[src/sv/ptw_pkg.sv]
package ptw_pkg;

	localparam int VA_W        = 48;
	localparam int DATA_W      = 64;
	localparam int PN_W        = 36;
	localparam int FRAME_W     = 52;
	localparam int IDX_W       = 9;
	localparam int LEVEL_W     = 2;
	localparam int PAGE_SHIFT  = 12;
	localparam int CFG_IDX_W   = 2;
	localparam int IN_TDATA_W  = VA_W + DATA_W;
	localparam int OUT_DATA_W  = DATA_W + FRAME_W + 1;
	localparam int OUT_TDATA_W = ((OUT_DATA_W + 7) / 8) * 8;
	localparam int OUT_PAD_W   = OUT_TDATA_W - OUT_DATA_W;

	localparam logic [CFG_IDX_W-1:0] REG_ROOT   = 2'd0;
	localparam logic [CFG_IDX_W-1:0] REG_WINDOW = 2'd1;

	localparam logic [LEVEL_W-1:0] LEVEL_LEAF = 2'd3;

	typedef enum logic [1:0] {
		CMD_TRANSLATE = 2'd0,
		CMD_UNMAP     = 2'd1,
		CMD_RESPONSE  = 2'd2
	} cmd_t;

	typedef enum logic [1:0] {
		KIND_READ       = 2'd0,
		KIND_WRITE_ZERO = 2'd1,
		KIND_XLATE_DONE = 2'd2,
		KIND_UNMAP_NONE = 2'd3
	} kind_t;

	// one walk step as held in the input register
	typedef struct packed {
		cmd_t                cmd;
		logic [PN_W-1:0]     page_number;
		logic                present;
		logic [FRAME_W-1:0]  frame;      // entry bits 51:12, low 12 zero
		logic [DATA_W-1:0]   next_base;  // frame + window offset
	} step_in_t;

	typedef struct packed {
		logic                valid;
		kind_t               kind;
		logic [DATA_W-1:0]   mem_address;
		logic [FRAME_W-1:0]  physical_frame;
		logic                mapped;
	} step_res_t;

	// 9-bit table index of a page number at a given level
	function automatic logic [IDX_W-1:0] level_index(input logic [PN_W-1:0] pn,
			input logic [LEVEL_W-1:0] level);
		logic [IDX_W-1:0] idx;
		case (level)
			2'd0:    idx = pn[4*IDX_W-1:3*IDX_W];
			2'd1:    idx = pn[3*IDX_W-1:2*IDX_W];
			2'd2:    idx = pn[2*IDX_W-1:IDX_W];
			default: idx = pn[IDX_W-1:0];
		endcase
		return idx;
	endfunction

endpackage

[src/sv/ptw_core.sv]
module ptw_core (
	input  logic                       clk,
	input  logic                       arst_n,
	input  logic                       go,
	input  ptw_pkg::step_in_t          step,
	input  logic [ptw_pkg::DATA_W-1:0] root_table_address,
	output ptw_pkg::step_res_t         res
);

	logic                         busy_q;
	logic                         unmap_q;
	logic [ptw_pkg::LEVEL_W-1:0]  level_q;
	logic [ptw_pkg::PN_W-1:0]     pn_q;
	logic [ptw_pkg::DATA_W-1:0]   leaf_q;

	logic                         busy_d;
	logic                         unmap_d;
	logic [ptw_pkg::LEVEL_W-1:0]  level_d;
	logic [ptw_pkg::PN_W-1:0]     pn_d;
	logic [ptw_pkg::DATA_W-1:0]   leaf_d;

	logic [ptw_pkg::DATA_W-1:0]   base;
	logic [ptw_pkg::IDX_W-1:0]    idx;
	logic [ptw_pkg::DATA_W-1:0]   rd_addr;
	logic                         start;

	assign start = (step.cmd == ptw_pkg::CMD_TRANSLATE || step.cmd == ptw_pkg::CMD_UNMAP)
		&& !busy_q;

	// shared entry address adder: start reads the root table, a present
	// non-leaf entry reads the next level
	always_comb begin
		if (start) begin
			base = root_table_address;
			idx  = ptw_pkg::level_index(step.page_number, '0);
		end else begin
			base = step.next_base;
			idx  = ptw_pkg::level_index(pn_q, level_q + 2'd1);
		end
	end

	assign rd_addr = base + {{(ptw_pkg::DATA_W-ptw_pkg::IDX_W-3){1'b0}}, idx, 3'b000};

	always_comb begin
		busy_d  = busy_q;
		unmap_d = unmap_q;
		level_d = level_q;
		pn_d    = pn_q;
		leaf_d  = leaf_q;
		res     = '0;
		case (step.cmd)
			ptw_pkg::CMD_TRANSLATE, ptw_pkg::CMD_UNMAP: begin
				if (start) begin
					busy_d          = 1'b1;
					unmap_d         = (step.cmd == ptw_pkg::CMD_UNMAP);
					level_d         = '0;
					pn_d            = step.page_number;
					leaf_d          = rd_addr;
					res.valid       = 1'b1;
					res.kind        = ptw_pkg::KIND_READ;
					res.mem_address = rd_addr;
				end
			end
			ptw_pkg::CMD_RESPONSE: begin
				if (busy_q) begin
					res.valid = 1'b1;
					if (!step.present) begin
						busy_d   = 1'b0;
						res.kind = unmap_q ? ptw_pkg::KIND_UNMAP_NONE
							: ptw_pkg::KIND_XLATE_DONE;
					end else if (level_q != ptw_pkg::LEVEL_LEAF) begin
						level_d         = level_q + 2'd1;
						leaf_d          = rd_addr;
						res.kind        = ptw_pkg::KIND_READ;
						res.mem_address = rd_addr;
					end else if (unmap_q) begin
						busy_d          = 1'b0;
						res.kind        = ptw_pkg::KIND_WRITE_ZERO;
						res.mem_address = leaf_q;
					end else begin
						busy_d             = 1'b0;
						res.kind           = ptw_pkg::KIND_XLATE_DONE;
						res.physical_frame = step.frame;
						res.mapped         = 1'b1;
					end
				end
			end
			default: begin
			end
		endcase
	end

	always_ff @(posedge clk or negedge arst_n) begin
		if (!arst_n) begin
			busy_q  <= 1'b0;
			unmap_q <= 1'b0;
			level_q <= '0;
			pn_q    <= '0;
			leaf_q  <= '0;
		end else if (go) begin
			busy_q  <= busy_d;
			unmap_q <= unmap_d;
			level_q <= level_d;
			pn_q    <= pn_d;
			leaf_q  <= leaf_d;
		end
	end

`ifndef SYNTHESIS
	a_wz_at_leaf: assert property (@(posedge clk) disable iff (!arst_n)
		go && res.valid && res.kind == ptw_pkg::KIND_WRITE_ZERO
		|-> busy_q && unmap_q && level_q == ptw_pkg::LEVEL_LEAF)
		else $error("write-zero issued outside an unmap leaf step");
	a_start_busy: assert property (@(posedge clk) disable iff (!arst_n)
		go && start |=> busy_q && level_q == '0)
		else $error("walk start did not enter level zero");
	a_done_idle: assert property (@(posedge clk) disable iff (!arst_n)
		go && res.valid && res.kind != ptw_pkg::KIND_READ |=> !busy_q)
		else $error("walk still busy after final result");
	a_read_addr: assert property (@(posedge clk) disable iff (!arst_n)
		go && res.valid && res.kind == ptw_pkg::KIND_READ |=> leaf_q == $past(rd_addr))
		else $error("leaf entry address not tracking last read");
`endif

endmodule

[src/sv/page_table_walker.sv]
// Four-level page table walker.
// Channels: s_* takes requests; s_tuser is the command (translate, unmap,
// or memory read response) and s_tdata carries the virtual address and the
// returned entry. m_* emits one result per request that causes one: a read
// request, a write-zero request, translate done, or unmap found nothing.
// cfg_* writes root_table_address (index 0) and window_offset (index 1);
// it is always ready; it must be written only while no walk is in flight, but
// the block itself does not enforce this. A request passes the input
// register, then the result register, before m_tvalid. One request per
// cycle unless a held result stalls; the walk advances one level per memory
// response, so a full walk takes four read round trips to the memory behind it.
// Ignored requests (start while busy, response while idle, unused command)
// pass the input register and produce nothing.
// Reset clears the walk state, both config registers and the valid flags.
// When m_tready is low, a held result blocks only the next request that
// would produce a result; s_tready drops until the result is taken.
module page_table_walker (
	input  logic                                 clk,
	input  logic                                 arst_n,
	input  logic                                 s_tvalid,
	output logic                                 s_tready,
	input  logic [ptw_pkg::IN_TDATA_W-1:0]       s_tdata,  // virtual_address, read_data
	input  logic [1:0]                           s_tuser,  // cmd
	output logic                                 m_tvalid,
	input  logic                                 m_tready,
	output logic [ptw_pkg::OUT_TDATA_W-1:0]      m_tdata,  // mem_address, physical_frame,
	                                                       // mapped, zero pad
	output logic [1:0]                           m_tuser,  // kind
	input  logic                                 cfg_valid,
	output logic                                 cfg_ready,
	input  logic [ptw_pkg::CFG_IDX_W-1:0]        cfg_index,
	input  logic [ptw_pkg::DATA_W-1:0]           cfg_data
);

	logic [ptw_pkg::DATA_W-1:0] root_q;
	logic [ptw_pkg::DATA_W-1:0] window_q;

	logic                       valid_s1;
	ptw_pkg::step_in_t          step_s1;
	ptw_pkg::step_res_t         res;
	logic                       advance;

	logic                       valid_s2;
	ptw_pkg::kind_t             kind_s2;
	logic [ptw_pkg::DATA_W-1:0] addr_s2;
	logic [ptw_pkg::FRAME_W-1:0] frame_s2;
	logic                       mapped_s2;

	logic [ptw_pkg::DATA_W-1:0] in_entry;
	logic [ptw_pkg::FRAME_W-1:0] in_frame;

	// configuration registers
	assign cfg_ready = 1'b1;

	always_ff @(posedge clk or negedge arst_n) begin
		if (!arst_n) begin
			root_q   <= '0;
			window_q <= '0;
		end else if (cfg_valid && cfg_ready) begin
			case (cfg_index)
				ptw_pkg::REG_ROOT:   root_q   <= cfg_data;
				ptw_pkg::REG_WINDOW: window_q <= cfg_data;
				default: begin
				end
			endcase
		end
	end

	// input register; frame + window offset is formed here so stage 1
	// holds a single address add
	assign in_entry = s_tdata[ptw_pkg::IN_TDATA_W-1:ptw_pkg::VA_W];
	assign in_frame = {in_entry[ptw_pkg::FRAME_W-1:ptw_pkg::PAGE_SHIFT],
		{ptw_pkg::PAGE_SHIFT{1'b0}}};

	assign advance  = valid_s1 && (!res.valid || !valid_s2 || m_tready);
	assign s_tready = !valid_s1 || advance;

	always_ff @(posedge clk or negedge arst_n) begin
		if (!arst_n) begin
			valid_s1 <= 1'b0;
		end else if (s_tready) begin
			valid_s1 <= s_tvalid;
		end
	end

	always_ff @(posedge clk) begin
		if (s_tready && s_tvalid) begin
			step_s1.cmd         <= ptw_pkg::cmd_t'(s_tuser);
			step_s1.page_number <= s_tdata[ptw_pkg::VA_W-1:ptw_pkg::PAGE_SHIFT];
			step_s1.present     <= in_entry[0];
			step_s1.frame       <= in_frame;
			step_s1.next_base   <= {{(ptw_pkg::DATA_W-ptw_pkg::FRAME_W){1'b0}}, in_frame}
				+ window_q;
		end
	end

	ptw_core u_core (
		.clk                (clk),
		.arst_n             (arst_n),
		.go                 (advance),
		.step               (step_s1),
		.root_table_address (root_q),
		.res                (res)
	);

	// result register
	always_ff @(posedge clk or negedge arst_n) begin
		if (!arst_n) begin
			valid_s2 <= 1'b0;
		end else if (advance && res.valid) begin
			valid_s2 <= 1'b1;
		end else if (m_tready) begin
			valid_s2 <= 1'b0;
		end
	end

	always_ff @(posedge clk) begin
		if (advance && res.valid) begin
			kind_s2   <= res.kind;
			addr_s2   <= res.mem_address;
			frame_s2  <= res.physical_frame;
			mapped_s2 <= res.mapped;
		end
	end

	assign m_tvalid = valid_s2;
	assign m_tuser  = kind_s2;
	assign m_tdata  = {{ptw_pkg::OUT_PAD_W{1'b0}}, mapped_s2, frame_s2, addr_s2};

`ifndef SYNTHESIS
	a_no_overwrite: assert property (@(posedge clk) disable iff (!arst_n)
		valid_s2 && !m_tready |=> valid_s2 && $stable(addr_s2) && $stable(kind_s2))
		else $error("held result changed before it was taken");
	a_stall_blocks: assert property (@(posedge clk) disable iff (!arst_n)
		valid_s1 && res.valid && valid_s2 && !m_tready |-> !s_tready)
		else $error("input taken while a result had nowhere to go");
	a_mapped_kind: assert property (@(posedge clk) disable iff (!arst_n)
		valid_s2 && mapped_s2 |-> kind_s2 == ptw_pkg::KIND_XLATE_DONE)
		else $error("mapped flag on a non-translate result");
`endif

endmodule
[config.mk]
export PLATFORM = sky130hd
export DESIGN_NAME = page_table_walker
export DESIGN_NICKNAME = d
export VERILOG_FILES = /design/src/sv/ptw_pkg.sv /design/src/sv/ptw_core.sv /design/src/sv/page_table_walker.sv
export SDC_FILE = /design/constraint.sdc
export NUM_CORES = 1
export LEC_CHECK = 0
export CAP_MARGIN = 20
export CORE_AREA = 4 4 146 254
export CTS_CLUSTER_DIAMETER = 80
export DETAILED_ROUTE_END_ITERATION = 8
export DIE_AREA = 0 0 150 258
export DONT_BUFFER_PORTS = 1
export PLACE_DENSITY_LB_ADDON = 0.12
export SYNTH_ARGS = -nofsm -noshare
export SYNTH_HDL_FRONTEND = slang
export SYNTH_HIERARCHICAL = 1
export SYNTH_SLANG_ARGS = --single-unit
[constraint.sdc]
create_clock -name clk -period 17.3 [get_ports clk]
set_clock_uncertainty 0.05 [all_clocks]
set_input_delay 3.46 -clock clk [delete_from_list [all_inputs] [get_ports clk]]
set_output_delay 3.46 -clock clk [all_outputs]
set_load 0.03 [all_outputs]
==> impl_metrics.yaml <==
power_and_ir_drop:
  netSwitchingPower_w: 0.00119
  p_comb_share_pct: 26.0
  swShare_pct: 32.2
  power.internal_w: 0.00251
  ir_worst_vdd_v: 0.000114
  sequentialPowerShare_pct: 46.9
  pwr_density_cell_mw_per_mm2: 144
  leakage_nw: 10.1
  clkPwrFrac_pct: 27.1
worst_setup_path:
  worst-path-max-fanout: 4
  cpPeakStageDelay_ns: 0.41
  r2r-start: "u_core/busy_q"
  crit_required_ns: 13.79
  worstPathArrival_ns: 4.18
  path_delay_family: "simple AND/OR/NAND/NOR gates"
  startpoint: "m_tready"
  crit_slowest_cell: "nand3_1"
  crit_type: "input pin to output port"
  cp-start-kind: "input pin"
  crit_path_end_kind: "output port"
  path_buf_inv: 0
  crit_chain: "nor2b_1 > nand3_1"
die:
  rows: 91
  core_region_area_mm2: 0.0351
  top_level_ports: 310
  initial_core_util_pct: 68.1
  die_h_um: 258
  die-area_mm2: 0.0387
  die_x_um: 150
timing:
  rsz0062_at_grt: "false"
  period_share_pct: 44.4
  clock.fmax_mhz: 130
  slew_headroom_pct: 25.4
  tightest_slew_ns: 1.11
  hold_viol: 0
  report.final.slew_viol_count: 0
  fin_tns_setup_ns: 0
  setup_violations: 0
  min_period_ns: 7.69
drt:
  drtPass1Iterations: 6
  wirelength_mm: 57.9
  num_vias: 15300
  ant_nets: 0
  drcViolationCount: 0
  initialDrtViolationCount: 1065
  detail_route.wl_per_cell_um: 24.4
  vias_per_cell: 6.46
placement:
  gp_congestion: 0.911
  dp_hpwl_mm: 39.9
  dpl.cell_count: 2282
  portBuffers: 0
clock_network:
  cts_setup_buffers: 0
  clk_pin_slew_ns: 0.06
  clock_path_buffers: 3
  numCtsBuffers: 45
  cts_tree: "yes"
  hold_buffers: 0
  clock-sinks: 496
  clock_latency_ns: 0.56
  htree_levels: 2
  root_buffer: "clkbuf_16"
  cts_resized: 0
yosys:
  yosys_warnings: 6
  syn_area_mm2: 0.0239
  synth_cells: 1880
  synth.yosys.seq_area_share_pct: 57.5
  ys_ff_latch: 496
  synth-main-ff-cell: "edfxtp_1"
  ys_types: 83
  syn_avg_cell_area_um2: 12.7
  async_flop_share_pct: 47.2
  synth_edf_count: 262
hold_path:
  worstHoldStart: "window_q[11]"
  hold_class: "flop to flop"
finish:
  nNetsFinal: 2106
  regArea_mm2: 0.0137
  layout_common_cells: "262 x edfxtp_1, 233 x dfrtp_1, 207 x nand2_1, 191 x mux2_2, 76 x xnor2_1"
  multiInputGateArea_mm2: 0.00975
  fin_cells: 2367
  syn_to_final_growth_pct: 7.83
  final_common_cell: "edfxtp_1"
  fillers: 2336
  layout-drive-gt1-share_pct: 16.5
global_routing:
  grt_overflow: 0
  first_global_vias: 15786
  grt_start_max_net_pins: 235
  grt_pass1_wl_mm: 89.8
  track_usage_pct: 29.9
  antenna_found_initial: 1
run_status:
  status: "completed"
job:
  cap_violations: 0
final cells by class:
class | instances | area share [%]
inverter | 15 | 0.219
timing repair buffer | 17 | 0.545
clock buffer | 62 | 4.86
tap | 465 | 2.26
clock inverter | 21 | 0.904
sequential | 496 | 53.3
antenna | 1 | 0.00972
multi-input combinational | 1290 | 37.9
worst paths after layout:
kind | to | slack [ns] | cells after the start
max in group asynchronous | window_q[48] | 14.20 | 0
hold / removal | step_s1[11] | 0.40 | 0
setup / recovery | s_tready | 9.61 | 2
hold reg to reg | step_s1[11] | 0.40 | 0
min in group asynchronous | root_q[4] | 2.55 | 0
setup reg to reg | addr_s2[47] | 11.94 | 13
kinds of logic (layout without fill, tap and decap cells):
family                     count (synthesis)  after routing  synth area share, %
AOI/OAI and AO/OA                        368            368                 11.0
xor gates and xnor gates                 144            144                 5.28
adders and majority gates                 56             56                 3.00
buffers and inverters                    108            115                 2.08
DFF                                      496            496                 57.5
muxes                                    236            236                 10.9
other                                      2             17               0.0315
and+or+nand+nor                          470            470                 10.2
per-stage QoR:
stage	total power (W)	hold WS (ns)	area [um^2]	util, %	worst slack [ns]
floorplan	0.00245	0.369	23900	-	8.17
global placement	0.00266	0.373	24200	69.1	9.66
detailed placement	0.00271	0.383	24200	69.1	9.62
CTS	0.00372	0.399	25700	73.3	9.62
global route	0.00388	0.411	25700	73.4	9.57
finish	0.00371	0.398	25700	73.4	9.61
synthesized netlist by cell type, drive strengths merged (13+ instances only):
| cell | instances | area (um^2) |
|---|---|---|
| inv | 14 | 52.6 |
| nand2 | 208 | 781 |
| a22oi | 15 | 123 |
| xnor2 | 76 | 666 |
| a21oi | 62 | 310 |
| buf | 34 | 219 |
| o221ai | 15 | 138 |
| dfrtp | 234 | 5860 |
| o211ai | 35 | 268 |
| ha | 54 | 676 |
| nand4bb | 19 | 214 |
| nor2 | 47 | 179 |
| nand3 | 40 | 200 |
| xor2 | 68 | 596 |
| edfxtp | 262 | 7870 |
| and2 | 64 | 400 |
| a21o | 37 | 278 |
| a22o | 34 | 298 |
| mux2i | 44 | 440 |
| nand4 | 22 | 144 |
| clkbuf | 59 | 221 |
| mux2 | 192 | 2160 |
| o21ai | 90 | 462 |
| and3 | 13 | 81.3 |
flip-flops by register name, indices dropped and copies added, names as in the netlist:
name and count:
addr_s2 64, frame_s2 52, m_tuser 2, m_tvalid 1, mapped_s2 1, root_q 64, step_s1 143, u_core/busy_q 1
u_core/leaf_q 64, u_core/level_q 2, u_core/pn_q 36, u_core/unmap_q 1, valid_s1 1, window_q 64
metal layers:
layer / GRT usage [%] / routed length (um) / up-vias
met2: 52.7 / 30100 / 583
met1: 35.2 / 21100 / 7638
met3: 6.11 / 4000 / 136
met5: 0 / 12 / -
met4: 13.1 / 2710 / 2
li1: - / - / 6941
power groups by stage:
stage,clock network [W],logic [W],registers (W)
6_report,0.00100,0.000965,0.00174
5_1_grt,0.00107,0.00105,0.00177
4_1_cts,0.00102,0.000960,0.00174
3_5_place_dp,0,0.000950,0.00176
3_3_place_gp,0,0.000916,0.00174
2_1_floorplan,0,0.000741,0.00170
Note: power is estimated with default switching activity, not from simulation.
